## src/rtl/tdma_slot_phase_frame_counter_unit_assert.svh

```systemverilog
// Assertion macros for the slot timer RTL.
// Expects i_clk and i_rst_n in the scope of the module that uses them.
`ifndef TDMA_SLOT_PHASE_FRAME_COUNTER_UNIT_ASSERT_SVH
`define TDMA_SLOT_PHASE_FRAME_COUNTER_UNIT_ASSERT_SVH

// Condition that must hold at every clock edge out of reset
`define TSPF_ASSERT_ALWAYS(lbl, expr) \
    lbl: assert property (@(posedge i_clk) disable iff (!i_rst_n) (expr)) \
        else $error("slot timer assertion failed");

// Condition that must hold in the cycle after a trigger
`define TSPF_ASSERT_NEXT(lbl, ante, cons) \
    lbl: assert property (@(posedge i_clk) disable iff (!i_rst_n) (ante) |=> (cons)) \
        else $error("slot timer assertion failed");

`endif

```

## src/rtl/tspf_pkg.sv

```systemverilog
// Shared types and constants for the TDMA slot/phase/frame counter.
// No dependencies; used by every other RTL file except the assertion header.
package tspf_pkg;

    // field widths
    localparam int CNT_W      = 23;
    localparam int ADJ1_W     = 12;
    localparam int ADJ10_W    = 8;
    localparam int ADJ100_W   = 8;
    localparam int DELTA_W    = 13;
    localparam int SOFF_W     = 13;
    localparam int POFF_W     = 16;
    localparam int PHASE_W    = 11;
    localparam int SLOT_W     = 12;
    localparam int FRAME_W    = 31;
    localparam int GPS_W      = 32;
    localparam int CFG_IDX_W  = 3;
    localparam int CFG_DATA_W = 23;

    localparam logic [FRAME_W-1:0] FRAME_MAX = '1;

    // period reset values, in 48 kHz ticks
    localparam logic [CNT_W-1:0] PER_ONE_RST     = 23'd48000;
    localparam logic [CNT_W-1:0] PER_TEN_RST     = 23'd480000;
    localparam logic [CNT_W-1:0] PER_HUNDRED_RST = 23'd4800000;

    // configuration register indexes
    typedef enum logic [CFG_IDX_W-1:0] {
        CFG_ADJ_ONE     = 3'd0,
        CFG_ADJ_TEN     = 3'd1,
        CFG_ADJ_HUNDRED = 3'd2,
        CFG_PER_ONE     = 3'd3,
        CFG_PER_TEN     = 3'd4,
        CFG_PER_HUNDRED = 3'd5
    } t_cfg_idx;

    // one classified tick, front to back
    typedef struct packed {
        logic                      counting;
        logic                      sync;
        logic signed [DELTA_W-1:0] delta;    // phase step: 1 minus corrections
        logic signed [SOFF_W-1:0]  soff;
        logic signed [POFF_W-1:0]  poff;
        logic [GPS_W-1:0]          gps;      // GPS tick count after this tick
    } t_op;

endpackage

```

## src/rtl/tspf_if.sv

```systemverilog
// Valid/ready channel interfaces for tick beats and result beats.
// Depends on tspf_pkg for field widths.
interface tspf_tick_if;
    logic                                      valid;
    logic                                      ready;
    logic                                      high_freq;
    logic                                      rtc_handover;
    logic                                      tim_handover;
    logic                                      gps_protect;
    logic                                      sync_pending;
    logic signed [tspf_pkg::SOFF_W-1:0]        slot_offset;
    logic signed [tspf_pkg::POFF_W-1:0]        phase_offset;

    modport source (
        output valid, high_freq, rtc_handover, tim_handover, gps_protect,
               sync_pending, slot_offset, phase_offset,
        input  ready
    );
    modport sink (
        input  valid, high_freq, rtc_handover, tim_handover, gps_protect,
               sync_pending, slot_offset, phase_offset,
        output ready
    );
endinterface

interface tspf_res_if;
    logic                           valid;
    logic                           ready;
    logic [tspf_pkg::PHASE_W-1:0]   phase;
    logic [tspf_pkg::SLOT_W-1:0]    slot;
    logic [tspf_pkg::FRAME_W-1:0]   frame;
    logic [tspf_pkg::GPS_W-1:0]     gps_ticks;
    logic                           sync_taken;

    modport source (
        output valid, phase, slot, frame, gps_ticks, sync_taken,
        input  ready
    );
    modport sink (
        input  valid, phase, slot, frame, gps_ticks, sync_taken,
        output ready
    );
endinterface

```

## src/rtl/tspf_queue.sv

```systemverilog
// Two-entry queue of classified ticks between front and back end.
// Depends on tspf_pkg for the t_op type.
module tspf_queue (
    input  logic          i_clk,
    input  logic          i_rst_n,
    input  logic          i_push,
    input  tspf_pkg::t_op i_op,
    output logic          o_full,
    input  logic          i_pop,
    output logic          o_empty,
    output tspf_pkg::t_op o_op
);

    localparam int DEPTH = 2;
    localparam int PTR_W = $clog2(DEPTH);
    localparam int CNT_W = $clog2(DEPTH + 1);

    tspf_pkg::t_op    r_mem [DEPTH];
    logic [PTR_W-1:0] r_wr;
    logic [PTR_W-1:0] r_rd;
    logic [CNT_W-1:0] r_cnt;

    assign o_full  = (r_cnt == CNT_W'(DEPTH));
    assign o_empty = (r_cnt == '0);
    assign o_op    = r_mem[r_rd];

    // pointers and fill count
    always_ff @(posedge i_clk) begin
        if (!i_rst_n) begin
            r_wr  <= '0;
            r_rd  <= '0;
            r_cnt <= '0;
        end else begin
            if (i_push) begin
                r_wr <= r_wr + PTR_W'(1);
            end
            if (i_pop) begin
                r_rd <= r_rd + PTR_W'(1);
            end
            case ({i_push, i_pop})
                2'b10:   r_cnt <= r_cnt + CNT_W'(1);
                2'b01:   r_cnt <= r_cnt - CNT_W'(1);
                default: r_cnt <= r_cnt;
            endcase
        end
    end

    // entry storage
    always_ff @(posedge i_clk) begin
        if (i_push) begin
            r_mem[r_wr] <= i_op;
        end
    end

endmodule

```

## src/rtl/tspf_front.sv

```systemverilog
// Front end: configuration registers, correction period counters, GPS tick
// count, and classification of each tick beat. Depends on tspf_pkg, tspf_if.
module tspf_front (
    input  logic                                i_clk,
    input  logic                                i_rst_n,
    input  logic                                i_cfg_we,
    input  logic [tspf_pkg::CFG_IDX_W-1:0]      i_cfg_idx,
    input  logic [tspf_pkg::CFG_DATA_W-1:0]     i_cfg_data,
    tspf_tick_if.sink                           i_tick,
    output logic                                o_push,
    output tspf_pkg::t_op                       o_op,
    input  logic                                i_full
);

    logic signed [tspf_pkg::ADJ1_W-1:0]   r_adj_one;
    logic signed [tspf_pkg::ADJ10_W-1:0]  r_adj_ten;
    logic signed [tspf_pkg::ADJ100_W-1:0] r_adj_hundred;
    logic [tspf_pkg::CNT_W-1:0]           r_per_one;
    logic [tspf_pkg::CNT_W-1:0]           r_per_ten;
    logic [tspf_pkg::CNT_W-1:0]           r_per_hundred;
    logic [tspf_pkg::CNT_W-1:0]           r_cnt_one;
    logic [tspf_pkg::CNT_W-1:0]           r_cnt_ten;
    logic [tspf_pkg::CNT_W-1:0]           r_cnt_hundred;
    logic [tspf_pkg::GPS_W-1:0]           r_gps;

    logic [tspf_pkg::CNT_W-1:0]           w_inc_one;
    logic [tspf_pkg::CNT_W-1:0]           w_inc_ten;
    logic [tspf_pkg::CNT_W-1:0]           w_inc_hundred;
    logic                                 w_fire_one;
    logic                                 w_fire_ten;
    logic                                 w_fire_hundred;
    logic                                 w_counting;
    logic                                 w_sync;
    logic                                 w_gps_inc;
    logic [tspf_pkg::GPS_W-1:0]           w_gps_next;
    logic signed [tspf_pkg::DELTA_W-1:0]  w_adj_sum;

    assign i_tick.ready = !i_full;
    assign o_push       = i_tick.valid && !i_full;

    // counting enable and sync classification
    assign w_counting = i_tick.high_freq ? !i_tick.rtc_handover : i_tick.tim_handover;
    assign w_sync     = w_counting && i_tick.high_freq && i_tick.sync_pending;
    assign w_gps_inc  = w_counting && i_tick.high_freq && i_tick.gps_protect;
    assign w_gps_next = w_gps_inc ? r_gps + tspf_pkg::GPS_W'(1) : r_gps;

    // period counters fire when the incremented count reaches the period
    assign w_inc_one      = r_cnt_one + tspf_pkg::CNT_W'(1);
    assign w_inc_ten      = r_cnt_ten + tspf_pkg::CNT_W'(1);
    assign w_inc_hundred  = r_cnt_hundred + tspf_pkg::CNT_W'(1);
    assign w_fire_one     = (w_inc_one >= r_per_one);
    assign w_fire_ten     = (w_inc_ten >= r_per_ten);
    assign w_fire_hundred = (w_inc_hundred >= r_per_hundred);

    // corrections are skipped while a sync is pending
    always_comb begin
        w_adj_sum = '0;
        if (!i_tick.sync_pending) begin
            if (w_fire_one) begin
                w_adj_sum = w_adj_sum + tspf_pkg::DELTA_W'(r_adj_one);
            end
            if (w_fire_ten) begin
                w_adj_sum = w_adj_sum + tspf_pkg::DELTA_W'(r_adj_ten);
            end
            if (w_fire_hundred) begin
                w_adj_sum = w_adj_sum + tspf_pkg::DELTA_W'(r_adj_hundred);
            end
        end
    end

    // classified beat toward the back end
    always_comb begin
        o_op.counting = w_counting;
        o_op.sync     = w_sync;
        o_op.delta    = tspf_pkg::DELTA_W'(1) - w_adj_sum;
        o_op.soff     = i_tick.slot_offset;
        o_op.poff     = i_tick.phase_offset;
        o_op.gps      = w_gps_next;
    end

    // configuration writes
    always_ff @(posedge i_clk) begin
        if (!i_rst_n) begin
            r_adj_one     <= '0;
            r_adj_ten     <= '0;
            r_adj_hundred <= '0;
            r_per_one     <= tspf_pkg::PER_ONE_RST;
            r_per_ten     <= tspf_pkg::PER_TEN_RST;
            r_per_hundred <= tspf_pkg::PER_HUNDRED_RST;
        end else if (i_cfg_we) begin
            case (i_cfg_idx)
                tspf_pkg::CFG_ADJ_ONE:     r_adj_one     <= i_cfg_data[tspf_pkg::ADJ1_W-1:0];
                tspf_pkg::CFG_ADJ_TEN:     r_adj_ten     <= i_cfg_data[tspf_pkg::ADJ10_W-1:0];
                tspf_pkg::CFG_ADJ_HUNDRED: r_adj_hundred <= i_cfg_data[tspf_pkg::ADJ100_W-1:0];
                tspf_pkg::CFG_PER_ONE:     r_per_one     <= i_cfg_data;
                tspf_pkg::CFG_PER_TEN:     r_per_ten     <= i_cfg_data;
                tspf_pkg::CFG_PER_HUNDRED: r_per_hundred <= i_cfg_data;
                default:                   r_per_one     <= r_per_one;
            endcase
        end
    end

    // counters advance on counting beats; a taken sync clears them
    always_ff @(posedge i_clk) begin
        if (!i_rst_n) begin
            r_cnt_one     <= '0;
            r_cnt_ten     <= '0;
            r_cnt_hundred <= '0;
            r_gps         <= '0;
        end else if (o_push && w_counting) begin
            r_gps <= w_gps_next;
            if (w_sync) begin
                r_cnt_one     <= '0;
                r_cnt_ten     <= '0;
                r_cnt_hundred <= '0;
            end else begin
                r_cnt_one     <= w_fire_one ? '0 : w_inc_one;
                r_cnt_ten     <= w_fire_ten ? '0 : w_inc_ten;
                r_cnt_hundred <= w_fire_hundred ? '0 : w_inc_hundred;
            end
        end
    end

endmodule

```

## src/rtl/tspf_back.sv

```systemverilog
// Back end: phase/slot/frame state, fast increment path and a sequencer that
// normalizes with reciprocal-multiply floor division. Depends on tspf_pkg, tspf_if and the assertion header.
`include "tdma_slot_phase_frame_counter_unit_assert.svh"

module tspf_back #(
    parameter int PHASES = 1280,
    parameter int SLOTS  = 2250
) (
    input  logic          i_clk,
    input  logic          i_rst_n,
    input  logic          i_empty,
    input  tspf_pkg::t_op i_op,
    output logic          o_pop,
    tspf_res_if.source    o_res
);

    localparam int PHASE_W = tspf_pkg::PHASE_W;
    localparam int SLOT_W  = tspf_pkg::SLOT_W;
    localparam int FRAME_W = tspf_pkg::FRAME_W;
    localparam int GPS_W   = tspf_pkg::GPS_W;
    localparam int POFF_W  = tspf_pkg::POFF_W;
    localparam int SOFF_W  = tspf_pkg::SOFF_W;

    // phase divider: x = phase + step lies in [-XNEG, XPOS]
    localparam int XNEG  = 2 ** (POFF_W - 1);
    localparam int XPOS  = PHASES - 1 + XNEG - 1;
    localparam int C1    = (XNEG + PHASES - 1) / PHASES;
    localparam int B1    = C1 * PHASES;
    localparam int XU_W  = $clog2(XPOS + B1 + 1);
    localparam int XS_W  = XU_W + 1;
    localparam int M1    = (2 ** XU_W) / PHASES;
    localparam int M1_W  = $clog2(M1 + 1);
    localparam int Q1_W  = M1_W + 1;
    localparam int P1_W  = XU_W + M1_W;

    // slot divider: y = slot + carry (or slot offset)
    localparam int SNEG  = 2 ** (SOFF_W - 1);
    localparam int SPOS  = SNEG - 1;
    localparam int QPOS1 = XPOS / PHASES;
    localparam int YNEG  = (C1 > SNEG) ? C1 : SNEG;
    localparam int YPOS  = SLOTS - 1 + ((QPOS1 > SPOS) ? QPOS1 : SPOS);
    localparam int C2    = (YNEG + SLOTS - 1) / SLOTS;
    localparam int B2    = C2 * SLOTS;
    localparam int YU_W  = $clog2(YPOS + B2 + 1);
    localparam int YS_W  = YU_W + 1;
    localparam int M2    = (2 ** YU_W) / SLOTS;
    localparam int M2_W  = $clog2(M2 + 1);
    localparam int Q2_W  = M2_W + 1;
    localparam int P2_W  = YU_W + M2_W;
    localparam int FS_W  = FRAME_W + 2;

    typedef enum logic [2:0] {
        ST_IDLE, ST_PA, ST_PB, ST_SA, ST_SB, ST_SOFF, ST_EMIT
    } t_state;

    typedef enum logic [1:0] {
        STG_MAIN, STG_SOFF, STG_POFF
    } t_stage;

    t_state                    r_state, n_state;
    t_stage                    r_stage, n_stage;
    logic [PHASE_W-1:0]        r_phase, n_phase;
    logic [SLOT_W-1:0]         r_slot, n_slot;
    logic [FRAME_W-1:0]        r_frame, n_frame;
    logic signed [POFF_W-1:0]  r_delta, n_delta;
    logic signed [SOFF_W-1:0]  r_soff, n_soff;
    logic signed [POFF_W-1:0]  r_poff, n_poff;
    logic [GPS_W-1:0]          r_gps, n_gps;
    logic                      r_sync, n_sync;
    logic [XU_W-1:0]           r_xu, n_xu;
    logic [M1_W-1:0]           r_q0, n_q0;
    logic signed [YS_W-1:0]    r_y, n_y;
    logic [YU_W-1:0]           r_yu, n_yu;
    logic [M2_W-1:0]           r_q0s, n_q0s;
    logic                      r_out_valid, n_out_valid;
    logic [PHASE_W-1:0]        r_o_phase, n_o_phase;
    logic [SLOT_W-1:0]         r_o_slot, n_o_slot;
    logic [FRAME_W-1:0]        r_o_frame, n_o_frame;
    logic [GPS_W-1:0]          r_o_gps, n_o_gps;
    logic                      r_o_taken, n_o_taken;

    logic                      w_can_load;
    logic                      w_load;
    logic [PHASE_W-1:0]        w_ld_phase;
    logic [SLOT_W-1:0]         w_ld_slot;
    logic [FRAME_W-1:0]        w_ld_frame;
    logic [GPS_W-1:0]          w_ld_gps;
    logic                      w_ld_taken;

    logic [PHASE_W-1:0]        w_ph_inc;
    logic [SLOT_W-1:0]         w_sl_inc;
    logic [PHASE_W-1:0]        w_fast_phase;
    logic [SLOT_W-1:0]         w_fast_slot;
    logic [FRAME_W-1:0]        w_fast_frame;

    logic signed [XS_W-1:0]    w_x;
    logic [XU_W-1:0]           w_xu;
    logic [P1_W-1:0]           w_prod1;
    logic [XU_W-1:0]           w_rem1;
    logic                      w_corr1;
    logic [M1_W-1:0]           w_q1u;
    logic signed [Q1_W-1:0]    w_q1;
    logic [PHASE_W-1:0]        w_ph_new;
    logic signed [YS_W-1:0]    w_y;

    logic [YU_W-1:0]           w_yu;
    logic [P2_W-1:0]           w_prod2;
    logic [YU_W-1:0]           w_rem2;
    logic                      w_corr2;
    logic [M2_W-1:0]           w_q2u;
    logic signed [Q2_W-1:0]    w_q2;
    logic [SLOT_W-1:0]         w_sl_new;
    logic signed [FS_W-1:0]    w_fsum;

    assign w_can_load = !r_out_valid || o_res.ready;

    assign o_res.valid      = r_out_valid;
    assign o_res.phase      = r_o_phase;
    assign o_res.slot       = r_o_slot;
    assign o_res.frame      = r_o_frame;
    assign o_res.gps_ticks  = r_o_gps;
    assign o_res.sync_taken = r_o_taken;

    // fast path: step of +1 with single carries
    always_comb begin
        w_ph_inc     = r_phase + PHASE_W'(1);
        w_sl_inc     = r_slot + SLOT_W'(1);
        w_fast_phase = w_ph_inc;
        w_fast_slot  = r_slot;
        w_fast_frame = r_frame;
        if (w_ph_inc == PHASE_W'(PHASES)) begin
            w_fast_phase = '0;
            w_fast_slot  = w_sl_inc;
            if (w_sl_inc == SLOT_W'(SLOTS)) begin
                w_fast_slot = '0;
                if (r_frame != tspf_pkg::FRAME_MAX) begin
                    w_fast_frame = r_frame + FRAME_W'(1);
                end
            end
        end
    end

    // phase divide, first cycle: offset to non-negative, multiply by reciprocal
    assign w_x     = XS_W'(signed'({1'b0, r_phase})) + XS_W'(r_delta);
    assign w_xu    = XU_W'(w_x + XS_W'(B1));
    assign w_prod1 = P1_W'(w_xu) * P1_W'(M1);

    // phase divide, second cycle: remainder, one correction, carry into slot
    assign w_rem1   = r_xu - XU_W'(XU_W'(r_q0) * XU_W'(PHASES));
    assign w_corr1  = (w_rem1 >= XU_W'(PHASES));
    assign w_q1u    = r_q0 + M1_W'(w_corr1);
    assign w_q1     = Q1_W'({1'b0, w_q1u}) - Q1_W'(C1);
    assign w_ph_new = PHASE_W'(w_corr1 ? w_rem1 - XU_W'(PHASES) : w_rem1);
    assign w_y      = YS_W'(signed'({1'b0, r_slot})) + YS_W'(w_q1);

    // slot divide, first cycle
    assign w_yu    = YU_W'(r_y + YS_W'(B2));
    assign w_prod2 = P2_W'(w_yu) * P2_W'(M2);

    // slot divide, second cycle: remainder and frame carry
    assign w_rem2   = r_yu - YU_W'(YU_W'(r_q0s) * YU_W'(SLOTS));
    assign w_corr2  = (w_rem2 >= YU_W'(SLOTS));
    assign w_q2u    = r_q0s + M2_W'(w_corr2);
    assign w_q2     = Q2_W'({1'b0, w_q2u}) - Q2_W'(C2);
    assign w_sl_new = SLOT_W'(w_corr2 ? w_rem2 - YU_W'(SLOTS) : w_rem2);
    assign w_fsum   = FS_W'(signed'({1'b0, r_frame})) + FS_W'(w_q2);

    // sequencer
    always_comb begin
        n_state     = r_state;
        n_stage     = r_stage;
        n_phase     = r_phase;
        n_slot      = r_slot;
        n_frame     = r_frame;
        n_delta     = r_delta;
        n_soff      = r_soff;
        n_poff      = r_poff;
        n_gps       = r_gps;
        n_sync      = r_sync;
        n_xu        = r_xu;
        n_q0        = r_q0;
        n_y         = r_y;
        n_yu        = r_yu;
        n_q0s       = r_q0s;
        o_pop       = 1'b0;
        w_load      = 1'b0;
        w_ld_phase  = r_phase;
        w_ld_slot   = r_slot;
        w_ld_frame  = r_frame;
        w_ld_gps    = r_gps;
        w_ld_taken  = 1'b0;

        case (r_state)
            ST_IDLE: begin
                if (!i_empty && w_can_load) begin
                    o_pop = 1'b1;
                    if (!i_op.counting) begin
                        w_load   = 1'b1;
                        w_ld_gps = i_op.gps;
                    end else if (!i_op.sync && i_op.delta == tspf_pkg::DELTA_W'(1)) begin
                        n_phase    = w_fast_phase;
                        n_slot     = w_fast_slot;
                        n_frame    = w_fast_frame;
                        w_load     = 1'b1;
                        w_ld_phase = w_fast_phase;
                        w_ld_slot  = w_fast_slot;
                        w_ld_frame = w_fast_frame;
                        w_ld_gps   = i_op.gps;
                    end else begin
                        n_delta = POFF_W'(i_op.delta);
                        n_soff  = i_op.soff;
                        n_poff  = i_op.poff;
                        n_gps   = i_op.gps;
                        n_sync  = i_op.sync;
                        n_stage = STG_MAIN;
                        n_state = ST_PA;
                    end
                end
            end
            ST_PA: begin
                n_xu    = w_xu;
                n_q0    = M1_W'(w_prod1[P1_W-1:XU_W]);
                n_state = ST_PB;
            end
            ST_PB: begin
                n_phase = w_ph_new;
                n_y     = w_y;
                n_state = ST_SA;
            end
            ST_SOFF: begin
                n_y     = YS_W'(signed'({1'b0, r_slot})) + YS_W'(r_soff);
                n_state = ST_SA;
            end
            ST_SA: begin
                n_yu    = w_yu;
                n_q0s   = M2_W'(w_prod2[P2_W-1:YU_W]);
                n_state = ST_SB;
            end
            ST_SB: begin
                // negative frame clears all three fields; top end saturates
                if (w_fsum[FS_W-1]) begin
                    n_frame = '0;
                    n_slot  = '0;
                    n_phase = '0;
                end else if (w_fsum[FRAME_W]) begin
                    n_frame = tspf_pkg::FRAME_MAX;
                    n_slot  = w_sl_new;
                end else begin
                    n_frame = w_fsum[FRAME_W-1:0];
                    n_slot  = w_sl_new;
                end
                if (r_sync && r_stage == STG_MAIN) begin
                    n_stage = STG_SOFF;
                    n_state = ST_SOFF;
                end else if (r_sync && r_stage == STG_SOFF) begin
                    n_stage = STG_POFF;
                    n_delta = r_poff;
                    n_state = ST_PA;
                end else begin
                    n_state = ST_EMIT;
                end
            end
            ST_EMIT: begin
                if (w_can_load) begin
                    w_load     = 1'b1;
                    w_ld_taken = r_sync;
                    n_state    = ST_IDLE;
                end
            end
            default: begin
                n_state = ST_IDLE;
            end
        endcase

        // output register
        n_out_valid = r_out_valid;
        n_o_phase   = r_o_phase;
        n_o_slot    = r_o_slot;
        n_o_frame   = r_o_frame;
        n_o_gps     = r_o_gps;
        n_o_taken   = r_o_taken;
        if (w_load) begin
            n_out_valid = 1'b1;
            n_o_phase   = w_ld_phase;
            n_o_slot    = w_ld_slot;
            n_o_frame   = w_ld_frame;
            n_o_gps     = w_ld_gps;
            n_o_taken   = w_ld_taken;
        end else if (o_res.ready) begin
            n_out_valid = 1'b0;
        end
    end

    always_ff @(posedge i_clk) begin
        if (!i_rst_n) begin
            r_state     <= ST_IDLE;
            r_stage     <= STG_MAIN;
            r_phase     <= '0;
            r_slot      <= '0;
            r_frame     <= '0;
            r_out_valid <= 1'b0;
        end else begin
            r_state     <= n_state;
            r_stage     <= n_stage;
            r_phase     <= n_phase;
            r_slot      <= n_slot;
            r_frame     <= n_frame;
            r_out_valid <= n_out_valid;
        end
        r_delta   <= n_delta;
        r_soff    <= n_soff;
        r_poff    <= n_poff;
        r_gps     <= n_gps;
        r_sync    <= n_sync;
        r_xu      <= n_xu;
        r_q0      <= n_q0;
        r_y       <= n_y;
        r_yu      <= n_yu;
        r_q0s     <= n_q0s;
        r_o_phase <= n_o_phase;
        r_o_slot  <= n_o_slot;
        r_o_frame <= n_o_frame;
        r_o_gps   <= n_o_gps;
        r_o_taken <= n_o_taken;
    end

    // state stays normalized through every step of the sequencer
    `TSPF_ASSERT_ALWAYS(a_phase_range, r_phase < PHASE_W'(PHASES))
    `TSPF_ASSERT_ALWAYS(a_slot_range, r_slot < SLOT_W'(SLOTS))
    // the phase divide always goes on from ST_PA to ST_PB
    `TSPF_ASSERT_NEXT(a_pa_then_pb, r_state == ST_PA, r_state == ST_PB)
    // a finished result waits while the output register is held
    `TSPF_ASSERT_NEXT(a_emit_holds, (r_state == ST_EMIT) && r_out_valid && !o_res.ready, r_state == ST_EMIT)

endmodule

```

## src/rtl/tdma_slot_phase_frame_counter_unit.sv

```systemverilog
// Top level of the TDMA slot/phase/frame counter.
// Depends on tspf_pkg, tspf_if, tspf_front, tspf_queue and tspf_back.

// Each tick beat advances a phase (0..PHASES_PER_SLOT-1) that carries into a
// slot (0..SLOTS_PER_FRAME-1) and a saturating frame count, applies the one-,
// ten- and hundred-second drift corrections and, in high-frequency mode,
// a pending GPS slot/phase sync; every tick beat returns one result beat with
// the values after that tick. The front end keeps the period counters and GPS
// tick count and classifies each tick in its accept cycle; a two-entry queue
// feeds the back end, which owns phase, slot and frame. A plain tick (no
// correction, no sync) or a non-counting tick ends in ST_IDLE, so the block
// runs at one tick per clock while o_res.ready is high. A correction tick runs
// ST_PA, ST_PB, ST_SA, ST_SB, ST_EMIT; a sync tick adds ST_SOFF, ST_SA, ST_SB
// (slot offset) and ST_PA to ST_SB (phase offset). Each divide by the phase
// or slot count is a reciprocal multiply, then the remainder and one
// correction. Configuration is written through i_cfg_we/i_cfg_idx/i_cfg_data
// only while the block holds no tick in flight; the block does not enforce it.
module tdma_slot_phase_frame_counter_unit #(
    parameter int PHASES_PER_SLOT = 1280,
    parameter int SLOTS_PER_FRAME = 2250
) (
    input  logic                            i_clk,
    input  logic                            i_rst_n,
    input  logic                            i_cfg_we,
    input  logic [tspf_pkg::CFG_IDX_W-1:0]  i_cfg_idx,
    input  logic [tspf_pkg::CFG_DATA_W-1:0] i_cfg_data,
    tspf_tick_if.sink                       i_tick,
    tspf_res_if.source                      o_res
);

    logic          w_push;
    logic          w_full;
    logic          w_pop;
    logic          w_empty;
    tspf_pkg::t_op w_push_op;
    tspf_pkg::t_op w_head_op;

    tspf_front u_front (
        .i_clk      (i_clk),
        .i_rst_n    (i_rst_n),
        .i_cfg_we   (i_cfg_we),
        .i_cfg_idx  (i_cfg_idx),
        .i_cfg_data (i_cfg_data),
        .i_tick     (i_tick),
        .o_push     (w_push),
        .o_op       (w_push_op),
        .i_full     (w_full)
    );

    tspf_queue u_queue (
        .i_clk   (i_clk),
        .i_rst_n (i_rst_n),
        .i_push  (w_push),
        .i_op    (w_push_op),
        .o_full  (w_full),
        .i_pop   (w_pop),
        .o_empty (w_empty),
        .o_op    (w_head_op)
    );

    tspf_back #(
        .PHASES (PHASES_PER_SLOT),
        .SLOTS  (SLOTS_PER_FRAME)
    ) u_back (
        .i_clk   (i_clk),
        .i_rst_n (i_rst_n),
        .i_empty (w_empty),
        .i_op    (w_head_op),
        .o_pop   (w_pop),
        .o_res   (o_res)
    );

endmodule
```

## src/flat_wrapper.sv

```systemverilog
// flat-port wrapper written by rule: the top's interface ports become plain ports
module tdma_slot_phase_frame_counter_unit_flat 
#(
    parameter int PHASES_PER_SLOT = 1280,
    parameter int SLOTS_PER_FRAME = 2250
)
  (i_clk, i_rst_n, i_cfg_we, i_cfg_idx, i_cfg_data, i_tick_valid, i_tick_high_freq, i_tick_rtc_handover, i_tick_tim_handover, i_tick_gps_protect, i_tick_sync_pending, i_tick_slot_offset, i_tick_phase_offset, i_tick_ready, o_res_valid, o_res_phase, o_res_slot, o_res_frame, o_res_gps_ticks, o_res_sync_taken, o_res_ready);
  tspf_tick_if i_tick_i ();
  tspf_res_if o_res_i ();
  input  logic i_clk;
  input  logic i_rst_n;
  input  logic i_cfg_we;
  input  logic [tspf_pkg::CFG_IDX_W-1:0] i_cfg_idx;
  input  logic [tspf_pkg::CFG_DATA_W-1:0] i_cfg_data;
  input wire logic [$bits(i_tick_i.valid)-1:0] i_tick_valid;
  input wire logic [$bits(i_tick_i.high_freq)-1:0] i_tick_high_freq;
  input wire logic [$bits(i_tick_i.rtc_handover)-1:0] i_tick_rtc_handover;
  input wire logic [$bits(i_tick_i.tim_handover)-1:0] i_tick_tim_handover;
  input wire logic [$bits(i_tick_i.gps_protect)-1:0] i_tick_gps_protect;
  input wire logic [$bits(i_tick_i.sync_pending)-1:0] i_tick_sync_pending;
  input wire logic [$bits(i_tick_i.slot_offset)-1:0] i_tick_slot_offset;
  input wire logic [$bits(i_tick_i.phase_offset)-1:0] i_tick_phase_offset;
  output wire logic [$bits(i_tick_i.ready)-1:0] i_tick_ready;
  output wire logic [$bits(o_res_i.valid)-1:0] o_res_valid;
  output wire logic [$bits(o_res_i.phase)-1:0] o_res_phase;
  output wire logic [$bits(o_res_i.slot)-1:0] o_res_slot;
  output wire logic [$bits(o_res_i.frame)-1:0] o_res_frame;
  output wire logic [$bits(o_res_i.gps_ticks)-1:0] o_res_gps_ticks;
  output wire logic [$bits(o_res_i.sync_taken)-1:0] o_res_sync_taken;
  input wire logic [$bits(o_res_i.ready)-1:0] o_res_ready;
  assign i_tick_i.valid = i_tick_valid;
  assign i_tick_i.high_freq = i_tick_high_freq;
  assign i_tick_i.rtc_handover = i_tick_rtc_handover;
  assign i_tick_i.tim_handover = i_tick_tim_handover;
  assign i_tick_i.gps_protect = i_tick_gps_protect;
  assign i_tick_i.sync_pending = i_tick_sync_pending;
  assign i_tick_i.slot_offset = i_tick_slot_offset;
  assign i_tick_i.phase_offset = i_tick_phase_offset;
  assign i_tick_ready = i_tick_i.ready;
  assign o_res_valid = o_res_i.valid;
  assign o_res_phase = o_res_i.phase;
  assign o_res_slot = o_res_i.slot;
  assign o_res_frame = o_res_i.frame;
  assign o_res_gps_ticks = o_res_i.gps_ticks;
  assign o_res_sync_taken = o_res_i.sync_taken;
  assign o_res_i.ready = o_res_ready;
  tdma_slot_phase_frame_counter_unit #(.PHASES_PER_SLOT(PHASES_PER_SLOT), .SLOTS_PER_FRAME(SLOTS_PER_FRAME)) u_core (.i_clk(i_clk), .i_rst_n(i_rst_n), .i_cfg_we(i_cfg_we), .i_cfg_idx(i_cfg_idx), .i_cfg_data(i_cfg_data), .i_tick(i_tick_i), .o_res(o_res_i));
endmodule
```

## config.mk

```make
export PLATFORM = sky130hd
export DESIGN_NAME = tdma_slot_phase_frame_counter_unit_flat
export DESIGN_NICKNAME = d
export VERILOG_FILES = /design/src/rtl/tspf_pkg.sv /design/src/rtl/tspf_if.sv /design/src/rtl/tspf_queue.sv /design/src/rtl/tspf_front.sv /design/src/rtl/tspf_back.sv /design/src/rtl/tdma_slot_phase_frame_counter_unit.sv /design/src/flat_wrapper.sv
export VERILOG_INCLUDE_DIRS = /design/src /design/src/rtl
export SDC_FILE = /design/constraint.sdc
export NUM_CORES = 2
export LEC_CHECK = 0
export BUFFER_PORTS_ARGS = -buffer_cell sky130_fd_sc_hd__buf_2
export CAP_MARGIN = 20
export CORE_MARGIN = 5
export CORE_UTILIZATION = 57
export CTS_BUF_LIST = sky130_fd_sc_hd__clkbuf_4 sky130_fd_sc_hd__clkbuf_8
export DETAILED_ROUTE_END_ITERATION = 10
export PLACE_DENSITY_LB_ADDON = 0.3
export SLEW_MARGIN = 25
export SYNTH_ARGS = -nofsm -noshare
export SYNTH_HDL_FRONTEND = slang
export SYNTH_SLANG_ARGS = --single-unit
```

## constraint.sdc

```tcl
create_clock -name i_clk -period 10.71 [get_ports i_clk]
set_input_delay 0.5355 -clock i_clk [delete_from_list [all_inputs] [get_ports i_clk]]
set_output_delay 0.5355 -clock i_clk [all_outputs]
set_load 0.01 [all_outputs]
```

Word-level counts from Yosys, hierarchy flattened
Memory sizes are Yosys's and may differ from the RTL's. A register that Yosys moved wholly into a read port is not among the register bits.
Cells that the tools add are included.
{ "word_totals": {"reg_bits": 482, "ram_bits": 152, "input_bits": 65, "output_inout_bits": 89, "wordCells": 216, "memories": 1} }
{ "mem_list": {"columns": ["name", "depth", "width", "read_ports", "rd_clocked_by_memory_dff", "write_ports", "line_no", "rtl"], "rows": [
  ["u_core.u_queue.r_mem", 2, 76, 1, 1, 1, "tspf_queue.sv:18", "tspf_pkg::t_op r_mem [DEPTH];"]
]} }
{ "classes": {"addsub": 28, "multipliers": 4, "order_cmp": 5, "eq_ne": 27, "muxes": 79, "bitwise_logic": 1, "reduce_logical": 37} }
{ "ops": {"columns": ["cell", "n"], "rows": [
  ["$mux 31", 9],
  ["$mux 32", 5],
  ["$mux 23", 6],
  ["$mux 12", 8],
  ["$mux 16", 5],
  ["$mux 13", 6],
  ["$mux 11", 7],
  ["$add 23x1->23 const B", 3],
  ["$ge 23x23->1", 3],
  ["$pmux 31 s2", 1],
  ["$add 32x4->33", 1],
  ["$pmux 11 s3", 1],
  ["$add 32x1->32 const B", 1],
  ["$pmux 16 s2", 1],
  ["$add 31x1->31 const B", 1],
  ["$ne 31x31->1 const B", 1],
  ["$pmux 14 s2", 1],
  ["$add 13x8->13", 2],
  ["$pmux 12 s2", 1],
  ["$mul 17x6->23 const B", 1],
  ["$mux 3", 6],
  ["$pmux 3 s6", 1],
  ["$add 12x16->17", 1],
  ["$add 17x17->17 const B", 1],
  ["other kinds (49)", 108]
]} }

Logic depth before layout (Yosys ltp)
{ "logic_depth": {"word_depth": 11, "depth_mapped": 40, "ltp_nobuf": 38} }

Modules after synthesis
Synthesis repeated with hierarchy kept, for this count alone.
{ "unflattened": {"hier_cells": 4028, "hier_area_um2": 39080.0} }
{ "by_module_without_submodules": {"columns": ["mod", "n_inst", "cells_each", "area_each_um2", "seq_area_each_um2"], "rows": [
  ["tspf_back", 1, 2101, 20201.9, 7807.5],
  ["tspf_front", 1, 1669, 13188.9, 3963.8],
  ["tspf_queue", 1, 258, 5689.2, 4664.5]
]} }

Worst setup path before layout
No wires, ideal clock.
{ "synth_path": {"path_kind": "register -> register", "startpoint": "register u_core.u_front.r_cnt_one[0] in the netlist's numbering", "endpoint": "memory u_core.u_queue.r_mem[0][72] in the netlist's numbering (data pin)", "setup_ns": 0.276, "arrival_time_ns": 7.382, "required_time_ns": 10.434, "path_slack_ns": 3.052, "stages_incl_launch_ff": 38, "n_path_buf": 2, "synth_period_minus_slack_ns": 7.658, "path_cell_list": "dfxtp_1 -> ha_1 -> nand2_1 -> nor2_1 -> and3_1 -> and3_1 -> clkbuf_1 -> nand2_1 -> nor2_1 -> nand3_1 -> xnor2_1 -> ha_1 -> nand4_1 -> or4_1 -> nand2b_1 -> o31a_1 -> nand2_1 -> clkbuf_1 -> [... 2 more ...] -> nor2b_1 -> o21ai_0 -> nand2_1 -> or3_1 -> o211ai_1 -> a21oi_1 -> or3b_2 -> nand2_1 -> ha_1 -> or2_2 -> a21oi_1 -> a31oi_1 -> xor2_1 -> a32o_1 -> a21oi_1 -> nand4bb_1 -> nor4_1 -> xor2_1"} }
{ "synth_rtl": {"columns": ["element", "line_no", "rtl"], "rows": [
  ["start: declaration", "tspf_front.sv:21", "logic [tspf_pkg::CNT_W-1:0] r_cnt_one;"],
  ["start signal: assignment", "tspf_front.sv:117", "r_cnt_one <= w_fire_one ? '0 : w_inc_one;"],
  ["end: declaration", "tspf_queue.sv:18", null]
]} }

Final worst setup path
{ "layout_path": {"startpoint": "register u_core.u_back.r_q0s[1]", "endpoint": "register u_core.u_back.r_phase[9]"} }
{ "layout_between": {"elab_chain_cells": 8} }
{ "layout_lines": {"columns": ["element", "line_no", "rtl"], "rows": [
  ["start: declaration", "tspf_back.sv:74", "logic [M2_W-1:0] r_q0s, n_q0s;"],
  ["start signal: assignment", "tspf_back.sv:319", "r_q0s <= n_q0s;"],
  ["$mul 3x11->13", "tspf_back.sv:161", "assign w_rem2 = r_yu - YU_W'(YU_W'(r_q0s) * YU_W'(SLOTS));"],
  ["$sub 14x14->14", "tspf_back.sv:161", null],
  ["$ge 14x12->1", "tspf_back.sv:162", "assign w_corr2 = (w_rem2 >= YU_W'(SLOTS));"],
  ["$add 3x1->3 (*)", "tspf_back.sv:163", "assign w_q2u = r_q0s + M2_W'(w_corr2);"],
  ["$sub 3x2->4 (*)", "tspf_back.sv:164", "assign w_q2 = Q2_W'({1'b0, w_q2u}) - Q2_W'(C2);"],
  ["$add 32x4->33 (*)", "tspf_back.sv:166", "assign w_fsum = FS_W'(signed'({1'b0, r_frame})) + FS_W'(w_q2);"],
  ["$ne 2x2->1 (no source line) (*)", null, null],
  ["$reduce_and 2->1 (no source line) (*)", null, null],
  ["end signal: assignment", "tspf_back.sv:305", "r_phase <= n_phase;"],
  ["end: declaration", "tspf_back.sv:62", "logic [PHASE_W-1:0] r_phase, n_phase;"]
]} }
Every way passes the cells marked *; elsewhere a longest branch is shown, timed or not.
A chain may end at the register's enable or synchronous reset.

==> flow_summary_export.csv <==
group,metric,value,unit
run_status,status,"finished, final reports clean",
place,gp_routability_congestion,0.9384,
timing,setup_tns,0,ps
worst_setup_path,start_kind,"register",
synthesis,synth_edf_count,372,
timing,fin_hold_ws,79.73,ps
synthesis,synth_seq_cells,635,
timing,maxSlewViolCount,0,
synthesis,yosysSeqAreaShare,0.4407,
worst_setup_path,path_class,"register to register",
synthesis,synth_area,37300,sq um
global_route,grt-ovfl-total,0,
floorplanning,die_y,265.8,um
timing,slew_headroom,0.3008,
worst_setup_path,required,11310,ps
synthesis,ys_top_cells_by_count,"nand2_1, edfxtp_1, nor2_1",
cts,clkTransAtPathRegs,60,ps
power,seqPwrFrac,0.283,
place,dpl.hpwl,64330,um
synthesis,synth_cell_types,91,
final_layout,syn_to_final_growth,10.13,%
floorplanning,die_w,265.8,um
cts,cts_setup_buffers,0,
synthesis,synth_area_per_cell,9.665,sq um
final_layout,layout-drive-gt1-share,0.1235,
routing,viasPerCell,5.853,
timing,fin_skew,46.26,ps
synthesis,synthArstFlopShare,0,
cts,clk_latency,740,ps
place,dp_slack,2151,ps
cts,ctsResizeCount,0,
timing,fin_ws,1890,ps
cts,tritoncts,"yes",
floorplanning,core-area,64580,sq um
synthesis,syn_inst,3859,
place,numPortBuffers,153,
global_route,grt_max_degree,139,
global_route,grt_pass1_wl,146000,um
routing,route.detailed.drc,0,
global_route,antenna_found_initial,2,
floorplanning,dieArea,70650,sq um
synthesis,ys.flop_type,"edfxtp_1",
power,switching_share,0.4190,
power,power_switching,5.564,mW
synthesis,synth_top_area_frac,0.2995,
worst_setup_path,critPathCaptureType,"register",
routing,finalWirelength,91120,um
worst_setup_path,r2r_slack,1890,ps
power,p_leak,16.09,nW
power,ir_drop,0.4574,mV
timing,rsz0062_at_grt,"no",
routing,vias,28760,
cts,cts_max_level,3,
worst_setup_path,arrival,9420,ps
timing,post-route-min-period,8820,ps
cts,hold_buffers,29,
flow_run,drv_cap,0,
timing,clock.fmax,113.4,MHz
global_route,grt_pass1_vias,27780,
cts,cts-buffers-inserted,100,
timing,final_hold_viol_count,0,
routing,antenna_left,0,
timing,worst_pin_slew,1042,ps
cts,clockRootBuffer,"clkbuf_8",
power,combPwrFrac,0.555,
timing,finalCritPeriodShare,0.8235,
power,p_int,7.715,mW
synthesis,synth_top_cell_by_area,"edfxtp_1",
synthesis,syn_nets,4217,
global_route,grt_usage,0.2521,
floorplanning,start_util,0.5775,
synthesis,yosysWarnings,0,
cts,cts_sinks,635,
cts,clk_path_buf_depth,3,
routing,firstDrtPassIters,6,
timing,setup_viol,0,
power,clockPowerShare,0.162,
routing,first_iter_violations,2293,
floorplanning,ios,154,
hold_path,hp-class,"input port to register",
routing,post_drt_wl_per_cell,18.54,um
synthesis,yosysMostFrequentCell,"nand2_1",
power,power_density,323.3,nW/um^2
worst_setup_path,crit_fanout,42,
final_layout,final_nets,4336,
floorplanning,row_count,93,
synthesis,synthTopCellsByArea,"edfxtp_1, dfxtp_1, ha_1",
[flip-flops by register name (all words and copies together) (netlist names), 12 cells and up, named ones only]
name,cells
u_core.u_front.r_cnt_ten,23
u_core.u_back.r_xu,17
u_core.u_back.r_poff,16
u_core.u_front.r_adj_one,12
u_core.u_front.r_per_ten,23
u_core.u_front.r_cnt_one,23
u_core.u_back.r_slot,12
u_core.u_front.r_per_one,23
u_core.u_front.r_gps,32
u_core.u_back.r_gps,32
u_core.u_back.r_frame,31
u_core.u_back.o_res.slot,12
u_core.u_back.r_y,14
u_core.u_back.r_soff,13
u_core.u_front.r_per_hundred,23
u_core.u_back.r_yu,14
u_core.u_front.r_cnt_hundred,23
u_core.u_back.o_res.frame,31
u_core.u_queue.r_mem,152
u_core.u_back.r_delta,16
u_core.u_back.o_res.gps_ticks,32
[cell families after synthesis]
| kind of cell | synth area share |
|---|---|
| xor+xnor | 0.07115 |
| flops | 0.4407 |
| compound gates | 0.1484 |
| fa+ha+maj | 0.1074 |
| buf+inv | 0.03962 |
| simple gates | 0.1552 |
| mux | 0.03751 |
[placed cells by master (no fill, tap or decap), types with 16 or more instances in the layout]
cell / instances
a211oi_1: 23
a21o_1: 45
a21oi_1: 278
a22oi_1: 68
a31oi_1: 32
and2_1: 35
and3_1: 48
buf_2: 153
buf_4: 24
clkbuf_4: 31
clkbuf_8: 108
clkinv_1: 16
clkinv_2: 16
dfxtp_1: 262
dlygate4sd3_1: 29
edfxtp_1: 372
fa_1: 44
ha_1: 248
inv_1: 195
mux2_2: 102
mux2i_1: 25
nand2_1: 417
nand2b_1: 28
nand3_1: 99
nand4_1: 38
nor2_1: 323
nor2b_1: 23
nor3_1: 68
nor4_1: 26
o211ai_1: 40
o21a_1: 34
o21ai_0: 187
o31ai_1: 21
or3_1: 43
xnor2_1: 184
xor2_1: 119
[layer usage]
layer	GRT usage	vias to the layer above	routed length (um)
li1	-	14130	-
met1	0.3375	13530	39100
met2	0.4196	904	43290
met3	0.03758	194	5530
met4	0.09267	0	3198
met5	0	-	0
[worst max-delay path, stage by stage (launching register included)]
cell and delay, ps:
edfxtp_1 470, inv_1 180, ha_1 320, inv_1 40
ha_1 320, a41oi_1 210, xor2_1 190, ha_1 320
and3_1 210, a21oi_1 190, a31oi_1 130, xnor2_1 140
nor3b_1 560, nand2_1 380, ha_1 290, ha_1 180
xnor2_1 390, ha_2 820, inv_1 570, o31ai_1 710
a311oi_1 230, o221ai_1 340, a211oi_1 170, or2_2 600
o21ai_1 390, a221oi_1 90, a211oi_1 250
[final timing paths]
check	start	to	depth (start not counted)
worst min register to register	u_core.u_front.r_per_hundred[21]$_SDFFE_PN0P_	u_core.u_front.r_per_hundred[21]$_SDFFE_PN0P_	2
worst max-delay path	u_core.u_back.r_q0s[1]$_DFFE_PP_	u_core.u_back.r_phase[9]$_SDFFE_PN0P_	26
worst min-delay path	i_cfg_data[20]	u_core.u_front.r_per_ten[20]$_SDFFE_PN0P_	3
worst max register to register	u_core.u_back.r_q0s[1]$_DFFE_PP_	u_core.u_back.r_phase[9]$_SDFFE_PN0P_	26
[final cells by class]
class,count,area (sq um)
tap,855,1070
sequential,635,16440
clock inverter,42,376.6
inverter,199,754.5
clock buffer,139,1719
multi-input combinational,2834,19430
timing repair buffer,208,1275
antenna,2,5.005
fill,5216,23510
[power by group through the flow]
stage | Sequential, mW | Clock (mW) | Combinational (mW)
2_1_floorplan | 3.66 | 0 | 5.65
3_3_place_gp | 3.79 | 0 | 6.96
3_5_place_dp | 3.80 | 0 | 7.28
4_1_cts | 3.75 | 2.19 | 7.37
5_1_grt | 3.80 | 2.31 | 8.37
6_report | 3.76 | 2.15 | 7.37
[stage by stage]
step | power (mW) | std cells | utilization | instance area (sq um)
after floorplan | 9.301 | 3859 | - | 37300
after global placement | 10.74 | 4701 | 0.5983 | 38640
after detailed placement | 11.07 | 4702 | 0.5989 | 38680
final | 13.28 | 4914 | 0.6360 | 41070
after CTS | 13.32 | 4912 | 0.6358 | 41060
after global routing | 14.48 | 4913 | 0.6360 | 41070
Note: power is estimated with default switching activity, not from simulation.
